### config.mk
export PLATFORM = sky130hd
export DESIGN_NAME = scroll_axis_lock_detector
export DESIGN_NICKNAME = d
export VERILOG_FILES = /design/src/sv/slad_pkg.sv /design/src/sv/slad_cfg_regs.sv /design/src/sv/slad_step.sv /design/src/sv/scroll_axis_lock_detector.sv
export VERILOG_INCLUDE_DIRS = /design/src /design/src/sv
export SDC_FILE = /design/constraint.sdc
export NUM_CORES = 2
export LEC_CHECK = 0
export ABC_AREA = 1
export BUFFER_PORTS_ARGS = -buffer_cell sky130_fd_sc_hd__clkbuf_2
export CAP_MARGIN = 20
export CORE_ASPECT_RATIO = 1.2
export CORE_MARGIN = 10
export CORE_UTILIZATION = 41
export DETAILED_ROUTE_END_ITERATION = 7
export PLACE_DENSITY = 0.59
export SLEW_MARGIN = 20
export SYNTH_ARGS = -nofsm -noshare
export SYNTH_HDL_FRONTEND = slang
export SYNTH_HIERARCHICAL = 1
export SYNTH_SLANG_ARGS = --single-unit
### constraint.sdc
create_clock -name aclk -period 29.1 [get_ports aclk]
set_input_delay 4.365 -clock aclk [delete_from_list [all_inputs] [get_ports aclk]]
set_output_delay 4.365 -clock aclk [all_outputs]
set_load 0.02 [all_outputs]
### src/sv/assert_macros.svh
// ----------------------------------------------------------------------------
// Assertion macros
// Shared concurrent assertion wrappers. They compile to nothing when SYNTH is
// defined.
// ----------------------------------------------------------------------------
`ifndef ASSERT_MACROS_SVH
`define ASSERT_MACROS_SVH

`ifndef SYNTH
// Property must hold at every rising edge outside reset.
`define ASSERT_CLK(lbl, clk, rst_n, prop) \
    lbl: assert property (@(posedge clk) disable iff (!rst_n) prop) \
        else $error("scroll axis lock detector: assertion failed");
// Condition must never be seen at a rising edge outside reset.
`define ASSERT_NEVER(lbl, clk, rst_n, cond) \
    `ASSERT_CLK(lbl, clk, rst_n, !(cond))
`else
`define ASSERT_CLK(lbl, clk, rst_n, prop)
`define ASSERT_NEVER(lbl, clk, rst_n, cond)
`endif

`endif

### src/sv/slad_pkg.sv
// ----------------------------------------------------------------------------
// Scroll axis lock detector package
// Types, register codes, reset values and arithmetic helpers.
// ----------------------------------------------------------------------------
package slad_pkg;

    localparam int MOTION_W = 24;
    localparam int TIME_W   = 16;
    localparam int SUM_W    = 32;
    localparam int THR_W    = 24;
    localparam int WEIGHT_W = 4;
    localparam int CFG_IDX_W  = 3;
    localparam int CFG_DATA_W = 24;

    typedef enum logic [1:0] {
        MODE_FREE   = 2'd0,
        MODE_LOCK_V = 2'd1,
        MODE_LOCK_H = 2'd2
    } lock_mode_t;

    typedef enum logic [CFG_IDX_W-1:0] {
        CFG_ENGAGE    = 3'd0,
        CFG_BREAKAWAY = 3'd1,
        CFG_TIMEOUT   = 3'd2,
        CFG_DOM_W     = 3'd3,
        CFG_OTHER_W   = 3'd4
    } cfg_index_t;

    localparam logic [THR_W-1:0]    ENGAGE_RESET    = 24'd6250;
    localparam logic [THR_W-1:0]    BREAKAWAY_RESET = 24'd18750;
    localparam logic [TIME_W-1:0]   TIMEOUT_RESET   = 16'd500;
    localparam logic [WEIGHT_W-1:0] DOM_W_RESET     = 4'd3;
    localparam logic [WEIGHT_W-1:0] OTHER_W_RESET   = 4'd2;

    typedef struct packed {
        logic [THR_W-1:0]    engage_threshold;
        logic [THR_W-1:0]    breakaway_threshold;
        logic [TIME_W-1:0]   idle_timeout_ms;
        logic [WEIGHT_W-1:0] dominance_weight;
        logic [WEIGHT_W-1:0] other_weight;
    } slad_cfg_t;

    typedef struct packed {
        lock_mode_t               mode;
        logic signed [SUM_W-1:0]  sum_h;
        logic signed [SUM_W-1:0]  sum_v;
        logic [TIME_W-1:0]        last_ms;
    } slad_state_t;

    // Magnitude of a signed 32-bit value; the most negative value maps to 2^31.
    function automatic logic [SUM_W-1:0] mag32(input logic signed [SUM_W-1:0] x);
        logic [SUM_W-1:0] r;
        r = x[SUM_W-1] ? (~x + 32'd1) : x;
        return r;
    endfunction

    // Signed add of a motion value to a sum, clamped at the 32-bit limits.
    function automatic logic signed [SUM_W-1:0] sat_add32(
        input logic signed [SUM_W-1:0]    a,
        input logic signed [MOTION_W-1:0] b
    );
        logic [SUM_W:0] s;
        logic signed [SUM_W-1:0] r;
        s = {a[SUM_W-1], a} + {{(SUM_W-MOTION_W+1){b[MOTION_W-1]}}, b};
        if (s[SUM_W] != s[SUM_W-1]) begin
            r = s[SUM_W] ? {1'b1, {(SUM_W-1){1'b0}}} : {1'b0, {(SUM_W-1){1'b1}}};
        end else begin
            r = s[SUM_W-1:0];
        end
        return r;
    endfunction

    // Weighted magnitude of a is at least the weighted magnitude of b.
    function automatic logic dominates(
        input logic signed [SUM_W-1:0] a,
        input logic signed [SUM_W-1:0] b,
        input logic [WEIGHT_W-1:0]     wa,
        input logic [WEIGHT_W-1:0]     wb
    );
        logic [SUM_W+WEIGHT_W-1:0] pa;
        logic [SUM_W+WEIGHT_W-1:0] pb;
        pa = {{WEIGHT_W{1'b0}}, mag32(a)} * {{SUM_W{1'b0}}, wa};
        pb = {{WEIGHT_W{1'b0}}, mag32(b)} * {{SUM_W{1'b0}}, wb};
        return pa >= pb;
    endfunction

endpackage

### src/sv/slad_cfg_regs.sv
// ----------------------------------------------------------------------------
// Configuration registers
// Holds the thresholds, timeout and weights written over the config channel.
// ----------------------------------------------------------------------------
module slad_cfg_regs
    import slad_pkg::*;
(
    input  logic                  aclk,
    input  logic                  aresetn,
    input  logic                  cfg_valid,
    output logic                  cfg_ready,
    input  logic [CFG_IDX_W-1:0]  cfg_index,
    input  logic [CFG_DATA_W-1:0] cfg_data,
    output slad_cfg_t             cfg
);

    slad_cfg_t cfg_reg;
    slad_cfg_t cfg_next;

    assign cfg_ready = 1'b1;
    assign cfg       = cfg_reg;

    always_comb begin
        cfg_next = cfg_reg;
        if (cfg_valid) begin
            case (cfg_index_t'(cfg_index))
                CFG_ENGAGE:    cfg_next.engage_threshold    = cfg_data[THR_W-1:0];
                CFG_BREAKAWAY: cfg_next.breakaway_threshold = cfg_data[THR_W-1:0];
                CFG_TIMEOUT:   cfg_next.idle_timeout_ms     = cfg_data[TIME_W-1:0];
                CFG_DOM_W:     cfg_next.dominance_weight    = cfg_data[WEIGHT_W-1:0];
                CFG_OTHER_W:   cfg_next.other_weight        = cfg_data[WEIGHT_W-1:0];
                default:       cfg_next = cfg_reg;
            endcase
        end
    end

    always_ff @(posedge aclk) begin
        if (!aresetn) begin
            cfg_reg.engage_threshold    <= ENGAGE_RESET;
            cfg_reg.breakaway_threshold <= BREAKAWAY_RESET;
            cfg_reg.idle_timeout_ms     <= TIMEOUT_RESET;
            cfg_reg.dominance_weight    <= DOM_W_RESET;
            cfg_reg.other_weight        <= OTHER_W_RESET;
        end else begin
            cfg_reg <= cfg_next;
        end
    end

endmodule

### src/sv/slad_step.sv
// ----------------------------------------------------------------------------
// Lock decision step
// Combinational next-state and result logic for one motion item.
// ----------------------------------------------------------------------------
module slad_step
    import slad_pkg::*;
(
    input  logic signed [MOTION_W-1:0] h_motion,
    input  logic signed [MOTION_W-1:0] v_motion,
    input  logic [TIME_W-1:0]          now_ms,
    input  slad_state_t                state,
    input  slad_cfg_t                  cfg,
    output slad_state_t                state_next,
    output logic                       clear_scroll
);

    logic signed [SUM_W-1:0] h_ext;
    logic signed [SUM_W-1:0] v_ext;
    logic [TIME_W-1:0]       elapsed;
    logic                    is_idle;
    logic                    release_lock;
    logic                    item_dom_v;
    logic                    item_dom_h;
    logic signed [SUM_W-1:0] lv_sum_h;
    logic signed [SUM_W-1:0] lh_sum_v;
    logic signed [SUM_W-1:0] fr_sum_h;
    logic signed [SUM_W-1:0] fr_sum_v;
    logic                    lv_break;
    logic                    lh_break;
    logic                    fr_lock_v;
    logic                    fr_lock_h;
    lock_mode_t              mode_next;
    logic signed [SUM_W-1:0] sum_h_next;
    logic signed [SUM_W-1:0] sum_v_next;
    logic [TIME_W-1:0]       last_ms_next;

    assign h_ext   = {{(SUM_W-MOTION_W){h_motion[MOTION_W-1]}}, h_motion};
    assign v_ext   = {{(SUM_W-MOTION_W){v_motion[MOTION_W-1]}}, v_motion};
    assign elapsed = now_ms - state.last_ms;
    assign is_idle = (h_motion == '0) && (v_motion == '0);
    assign release_lock = (elapsed > cfg.idle_timeout_ms) && (state.mode != MODE_FREE);

    // Locked modes: cross-axis sum restarts when the locked axis wins this item.
    assign item_dom_v = dominates(v_ext, h_ext, cfg.dominance_weight, cfg.other_weight);
    assign item_dom_h = dominates(h_ext, v_ext, cfg.dominance_weight, cfg.other_weight);
    assign lv_sum_h   = sat_add32(item_dom_v ? '0 : state.sum_h, h_motion);
    assign lh_sum_v   = sat_add32(item_dom_h ? '0 : state.sum_v, v_motion);
    assign lv_break   = mag32(lv_sum_h) >= {{(SUM_W-THR_W){1'b0}}, cfg.breakaway_threshold};
    assign lh_break   = mag32(lh_sum_v) >= {{(SUM_W-THR_W){1'b0}}, cfg.breakaway_threshold};

    // Free mode: both sums grow, then vertical dominance or horizontal engage.
    assign fr_sum_h  = sat_add32(state.sum_h, h_motion);
    assign fr_sum_v  = sat_add32(state.sum_v, v_motion);
    assign fr_lock_v = dominates(fr_sum_v, fr_sum_h, cfg.dominance_weight, cfg.other_weight);
    assign fr_lock_h = mag32(fr_sum_h) >= {{(SUM_W-THR_W){1'b0}}, cfg.engage_threshold};

    always_comb begin
        mode_next = state.mode;
        if (is_idle) begin
            if (release_lock) begin
                mode_next = MODE_FREE;
            end
        end else begin
            case (state.mode)
                MODE_LOCK_V: begin
                    if (lv_break) mode_next = MODE_LOCK_H;
                end
                MODE_LOCK_H: begin
                    if (lh_break) mode_next = MODE_LOCK_V;
                end
                default: begin
                    if (fr_lock_v) begin
                        mode_next = MODE_LOCK_V;
                    end else if (fr_lock_h) begin
                        mode_next = MODE_LOCK_H;
                    end else begin
                        mode_next = MODE_FREE;
                    end
                end
            endcase
        end
    end

    always_comb begin
        sum_h_next   = state.sum_h;
        sum_v_next   = state.sum_v;
        last_ms_next = state.last_ms;
        clear_scroll = 1'b0;
        if (is_idle) begin
            if (release_lock) begin
                sum_h_next   = '0;
                sum_v_next   = '0;
                clear_scroll = 1'b1;
            end
        end else begin
            last_ms_next = now_ms;
            case (state.mode)
                MODE_LOCK_V: begin
                    sum_h_next = lv_sum_h;
                    if (lv_break) begin
                        sum_v_next   = '0;
                        clear_scroll = 1'b1;
                    end
                end
                MODE_LOCK_H: begin
                    sum_v_next = lh_sum_v;
                    if (lh_break) begin
                        sum_h_next   = '0;
                        clear_scroll = 1'b1;
                    end
                end
                default: begin
                    sum_h_next = fr_sum_h;
                    sum_v_next = fr_sum_v;
                    if (fr_lock_v) begin
                        sum_h_next = '0;
                    end else if (fr_lock_h) begin
                        sum_v_next = '0;
                    end
                end
            endcase
        end
    end

    assign state_next.mode    = mode_next;
    assign state_next.sum_h   = sum_h_next;
    assign state_next.sum_v   = sum_v_next;
    assign state_next.last_ms = last_ms_next;

endmodule

### src/sv/scroll_axis_lock_detector.sv
// ----------------------------------------------------------------------------
// Scroll axis lock detector
// Tracks free, locked-vertical and locked-horizontal scroll modes from a
// stream of motion reports and flags when downstream scroll totals must clear.
// ----------------------------------------------------------------------------
//
//  Channel   Direction  Payload (lowest bit first)
//  -------   ---------  ------------------------------------------------------
//  s_        in         tdata[63:0]: h_motion[23:0], v_motion[23:0], now_ms[15:0]
//  m_        out        tdata[7:0]:  mode[1:0], clear_scroll, zero padding
//  cfg_      in         cfg_index[2:0], cfg_data[23:0] (register write)
//
// One transfer is accepted per cycle while the result side keeps up. A report waits
// in the input register, where a single decision pass updates the mode and sums that
// feed the next report, and then sits in the result register. A stalled result side
// fills both registers before s_tready drops. Reset is synchronous and active low; it
// frees the lock, clears the sums and time stamp, and loads the default thresholds,
// timeout and weights.
//
`include "assert_macros.svh"

module scroll_axis_lock_detector
    import slad_pkg::*;
(
    input  logic                  aclk,
    input  logic                  aresetn,
    // Motion reports
    input  logic                  s_tvalid,
    output logic                  s_tready,
    input  logic [63:0]           s_tdata,   // h_motion[23:0], v_motion[47:24], now_ms[63:48]
    // Mode results
    output logic                  m_tvalid,
    input  logic                  m_tready,
    output logic [7:0]            m_tdata,   // mode[1:0], clear_scroll[2], zero[7:3]
    // Register writes
    input  logic                  cfg_valid,
    output logic                  cfg_ready,
    input  logic [CFG_IDX_W-1:0]  cfg_index,
    input  logic [CFG_DATA_W-1:0] cfg_data
);

    slad_cfg_t cfg;

    // Input register
    logic                       in_valid_reg;
    logic                       in_valid_next;
    logic signed [MOTION_W-1:0] in_h_reg;
    logic signed [MOTION_W-1:0] in_v_reg;
    logic [TIME_W-1:0]          in_now_reg;

    // Tracking state
    slad_state_t state_reg;
    slad_state_t state_next;
    logic        step_clear;

    // Result register
    logic        out_valid_reg;
    logic        out_valid_next;
    lock_mode_t  out_mode_reg;
    logic        out_clear_reg;

    logic in_load;
    logic advance;

    // Both registers full with the result held back.
    logic stall_hold;
    // The report being consumed frees a lock.
    logic lock_release;
    // Both cross-axis sums are empty.
    logic sums_empty;

    // The held report moves on whenever the result register is free or is
    // being emptied in this cycle.
    assign advance  = in_valid_reg && (!out_valid_reg || m_tready);
    assign s_tready = !in_valid_reg || advance;
    assign in_load  = s_tvalid && s_tready;

    assign in_valid_next  = in_load ? 1'b1 : (advance ? 1'b0 : in_valid_reg);
    assign out_valid_next = advance ? 1'b1 : (m_tready ? 1'b0 : out_valid_reg);

    slad_cfg_regs u_cfg (
        .aclk      (aclk),
        .aresetn   (aresetn),
        .cfg_valid (cfg_valid),
        .cfg_ready (cfg_ready),
        .cfg_index (cfg_index),
        .cfg_data  (cfg_data),
        .cfg       (cfg)
    );

    slad_step u_step (
        .h_motion     (in_h_reg),
        .v_motion     (in_v_reg),
        .now_ms       (in_now_reg),
        .state        (state_reg),
        .cfg          (cfg),
        .state_next   (state_next),
        .clear_scroll (step_clear)
    );

    always_ff @(posedge aclk) begin
        if (!aresetn) begin
            in_valid_reg  <= 1'b0;
            out_valid_reg <= 1'b0;
            state_reg     <= '{mode: MODE_FREE, sum_h: '0, sum_v: '0, last_ms: '0};
        end else begin
            in_valid_reg  <= in_valid_next;
            out_valid_reg <= out_valid_next;
            if (advance) begin
                state_reg <= state_next;
            end
        end
    end

    // Payload registers carry no reset; their valid flags guard them.
    always_ff @(posedge aclk) begin
        if (in_load) begin
            in_h_reg   <= s_tdata[23:0];
            in_v_reg   <= s_tdata[47:24];
            in_now_reg <= s_tdata[63:48];
        end
        if (advance) begin
            out_mode_reg  <= state_next.mode;
            out_clear_reg <= step_clear;
        end
    end

    assign m_tvalid = out_valid_reg;
    assign m_tdata  = {5'b00000, out_clear_reg, out_mode_reg};

    assign stall_hold   = in_valid_reg && out_valid_reg && !m_tready;
    assign lock_release = advance && step_clear && (state_next.mode == MODE_FREE);
    assign sums_empty   = (state_reg.sum_h == '0) && (state_reg.sum_v == '0);

    // The input side only stalls with both registers full and the result held.
    `ASSERT_NEVER(a_stall_only_when_full, aclk, aresetn, !s_tready && !stall_hold)
    // The reported mode is the mode the tracker has just moved to.
    `ASSERT_CLK(a_result_matches_state, aclk, aresetn, advance |=> out_mode_reg == state_reg.mode)
    // A released lock leaves both cross-axis sums empty.
    `ASSERT_CLK(a_release_clears_sums, aclk, aresetn, lock_release |=> sums_empty)
    // Tracking state only moves when a report is consumed.
    `ASSERT_CLK(a_state_held_when_idle, aclk, aresetn, !advance |=> $stable(state_reg))

endmodule
==> results.json <==
{
  "cap_violations": 0,
  "cts_hold_buf": 0,
  "synth-seq-area-share_pct": 9.74,
  "critical_path_class": "flop to flop",
  "synth_warnings": 6,
  "slowest_stage": "edfxtp_1",
  "routed_wirelength_mm": 188,
  "fp.coreArea_um2": 128000,
  "rows": 144,
  "fill_cells": 14000,
  "stdcell_count": 10100,
  "vias_per_cell": 5.30,
  "place_area_um2": 54900,
  "dieArea_um2": 143000,
  "netlist_instances": 8367,
  "fin_skew_ns": 0.0367,
  "finalCritPeriodShare_pct": 55.1,
  "detail_route.iter0.violations": 3773,
  "path_buf_inv": 14,
  "syn_area_um2": 52700,
  "place_congestion": 0.993,
  "grt_use_total_pct": 25.5,
  "period_needed_ns": 16.04,
  "nets": 9486,
  "clock_path_buffers": 3,
  "cts_sinks": 223,
  "grtUsageMet2_pct": 46.1,
  "die_h_um": 413,
  "synth_top_cell_by_area": "ha_1",
  "required_ns": 29.65,
  "worst_slew_pin_slew_ns": 1.12,
  "grt_pass1_vias": 52800,
  "clockRootBuffer": "clkbuf_16",
  "rsz0062_at_grt": "false",
  "final.setup.tns_ns": 0,
  "final_max_slew_viol_count": 0,
  "die_w_um": 347,
  "wl_per_cell_um": 18.6,
  "synth-edff-count": 67,
  "vias": 53700,
  "port_buffers": 100,
  "dp.cells": 10100,
  "ys_ff_latch": 223,
  "postRouteAntennaNets": 0,
  "hpwl_mm": 157,
  "area_delta_synth_final_pct": 5.87,
  "largest_reg_flops": 82,
  "syn_avg_cell_area_um2": 6.30,
  "cp-start-kind": "flop",
  "hp-class": "flop to flop",
  "setup_ws_ns": 13.06,
  "h-tree-depth": 1,
  "hold_violations": 0,
  "grt_start_max_net_pins": 100,
  "use_met3_pct": 1.60,
  "ys_top_cells_by_area": "ha_1 (14%), fa_1 (14%), nand2_1 (14%), inv_1 (11%), nor2_1 (7.8%)",
  "max_freq_mhz": 62.3,
  "grtUsageMet1_pct": 31.0,
  "overflow": 0,
  "drc": 0,
  "critPathMostFrequentCell": "nand2_1",
  "cts_setup_buffers": 0,
  "path_delay_family": "simple AND/OR/NAND/NOR gates",
  "dr.pass1.iters": 7,
  "initial_core_util_pct": 41.1,
  "cts_buffers": 28,
  "critPathMaxStageDelay_ns": 0.56,
  "cts_resized": 0,
  "outcome": "completed",
  "design_area_um2": 55800,
  "ios": 107,
  "insertion_delay_ns": 0.63,
  "drive_gt1_share_pct": 4.08,
  "antenna_found_initial": 2,
  "cts_tree": "built",
  "synth_top_area_share_pct": 14.2,
  "grt_most_used_layer": "met2",
  "grt_pass1_wl_mm": 292,
  "ys_types": 65,
  "async_reset_ff_share_pct": 0,
  "cp_max_fo": 44,
  "synthFlopType": "dfxtp_1",
  "slew_headroom_pct": 24.9,
  "end_kind": "flop",
  "setup_viol_count_final": 0,
  "crit_arrival_ns": 16.60,
  "clk_pin_slew_worst_paths_ns": 0.08,
  "place_ws_ns": 13.17
}
cell usage in the layout (no fill, tap or decap), types with 15 or more instances in the layout:
cell type  instances
nand2_2           20
buf_4             36
fa_1             365
or2_2             36
xor2_1           215
a21o_1            27
nand3b_1          26
o21ai_0          287
dfxtp_1          153
a21oi_1          595
o22ai_1           46
inv_1           1523
a21boi_0          23
o21a_1            15
edfxtp_1          67
nand4_1           79
o21ai_1           42
nand3_2           38
conb_1           134
clkbuf_16         29
nand3_1          515
clkbuf_2          99
o211ai_1          36
nor3_1            56
xnor2_1          113
ha_1             596
nand2_1         1927
o21bai_1          31
nor2_1          1099
a31oi_1           40
layout make-up:
type	instances	area [um^2]	share of cell area [%]
Antenna cell	1	2.50	0.00449
Clock buffer	31	733	1.31
Clock inverter	19	139	0.249
Inverter	1543	5800	10.4
Multi-Input combinational cell	6497	41100	73.6
Sequential cell	223	5140	9.22
Tap cell	1679	2100	3.77
Timing Repair Buffer	136	793	1.42
through the flow:
stage | util [%] | hold WS [ns]
floorplan | - | 0.427
global placement | 42.8 | 0.457
detailed placement | 42.8 | 0.463
CTS | 43.5 | 0.479
global route | 43.5 | 0.499
finish | 43.5 | 0.477
kinds of logic (layout without fill, tap and decap cells):
| family | after synthesis | after routing | share of synthesized area, % |
|---|---|---|---|
| fa+ha+maj | 961 | 961 | 28.0 |
| flops | 223 | 223 | 9.74 |
| xor+xnor | 328 | 328 | 5.45 |
| buf+inv | 1777 | 1729 | 13.3 |
| simple gates | 3862 | 3862 | 30.7 |
| other cells | 4 | 135 | 0.0285 |
| compound gates | 1212 | 1212 | 12.8 |
worst register-to-register path: cells and delay by family (launching register included):
| family | cells | cell delay (ns) |
|---|---|---|
| fa+ha+maj | 9 | 3.42 |
| xor+xnor | 3 | 0.83 |
| compound gates | 16 | 3.25 |
| buf+inv | 14 | 1.53 |
| simple gates | 39 | 6.38 |
| flops | 1 | 0.56 |
synthesized netlist by cell type, types with 6 or more instances:
master	count
nor3_1	56
a21o_1	27
nand2_1	1927
buf_6	23
nand3_2	38
o21bai_1	31
nor2_1	1101
nor2_4	10
inv_2	16
nand3b_1	26
buf_4	13
clkbuf_1	127
buf_1	14
o21ai_2	7
and2_1	10
inv_1	1525
xor2_1	215
a211oi_1	14
edfxtp_1	67
o22ai_1	46
o21ai_0	287
fa_1	365
nand3_1	515
o31ai_1	13
o21a_1	15
or2_2	36
xnor2_1	113
o211ai_1	36
nand2_2	21
nor2_2	13
ha_1	596
o21ai_1	42
nor4_1	10
nand4_1	79
dfxtp_1	156
a31oi_1	40
a21oi_1	595
a21boi_0	23
buf_2	54
o2111ai_1	6
or3_1	7
per-layer routing:
layer	vias up	part of all wire, %
li1	26400	-
met1	25500	42
met2	1463	49
met3	300	4.4
met4	2	4.6
met5	-	0.0048
worst paths after layout:
path                            slack (ns)                  startpoint  depth (start not counted)                          to
worst min register to register        0.48  u_cfg/cfg[53]$_SDFFE_PN1P_                          2  u_cfg/cfg[53]$_SDFFE_PN1P_
worst max register to register       13.06       in_v_reg[0]$_DFFE_PP_                         81  state_reg[74]$_SDFFE_PN0P_
worst min-delay path                  0.48  u_cfg/cfg[53]$_SDFFE_PN1P_                          2  u_cfg/cfg[53]$_SDFFE_PN1P_
worst max-delay path                 13.06       in_v_reg[0]$_DFFE_PP_                         81  state_reg[74]$_SDFFE_PN0P_
Power is left out: the tool's default activity adds up to more than one toggle a clock period on the data nets, which glitch-free logic cannot reach.
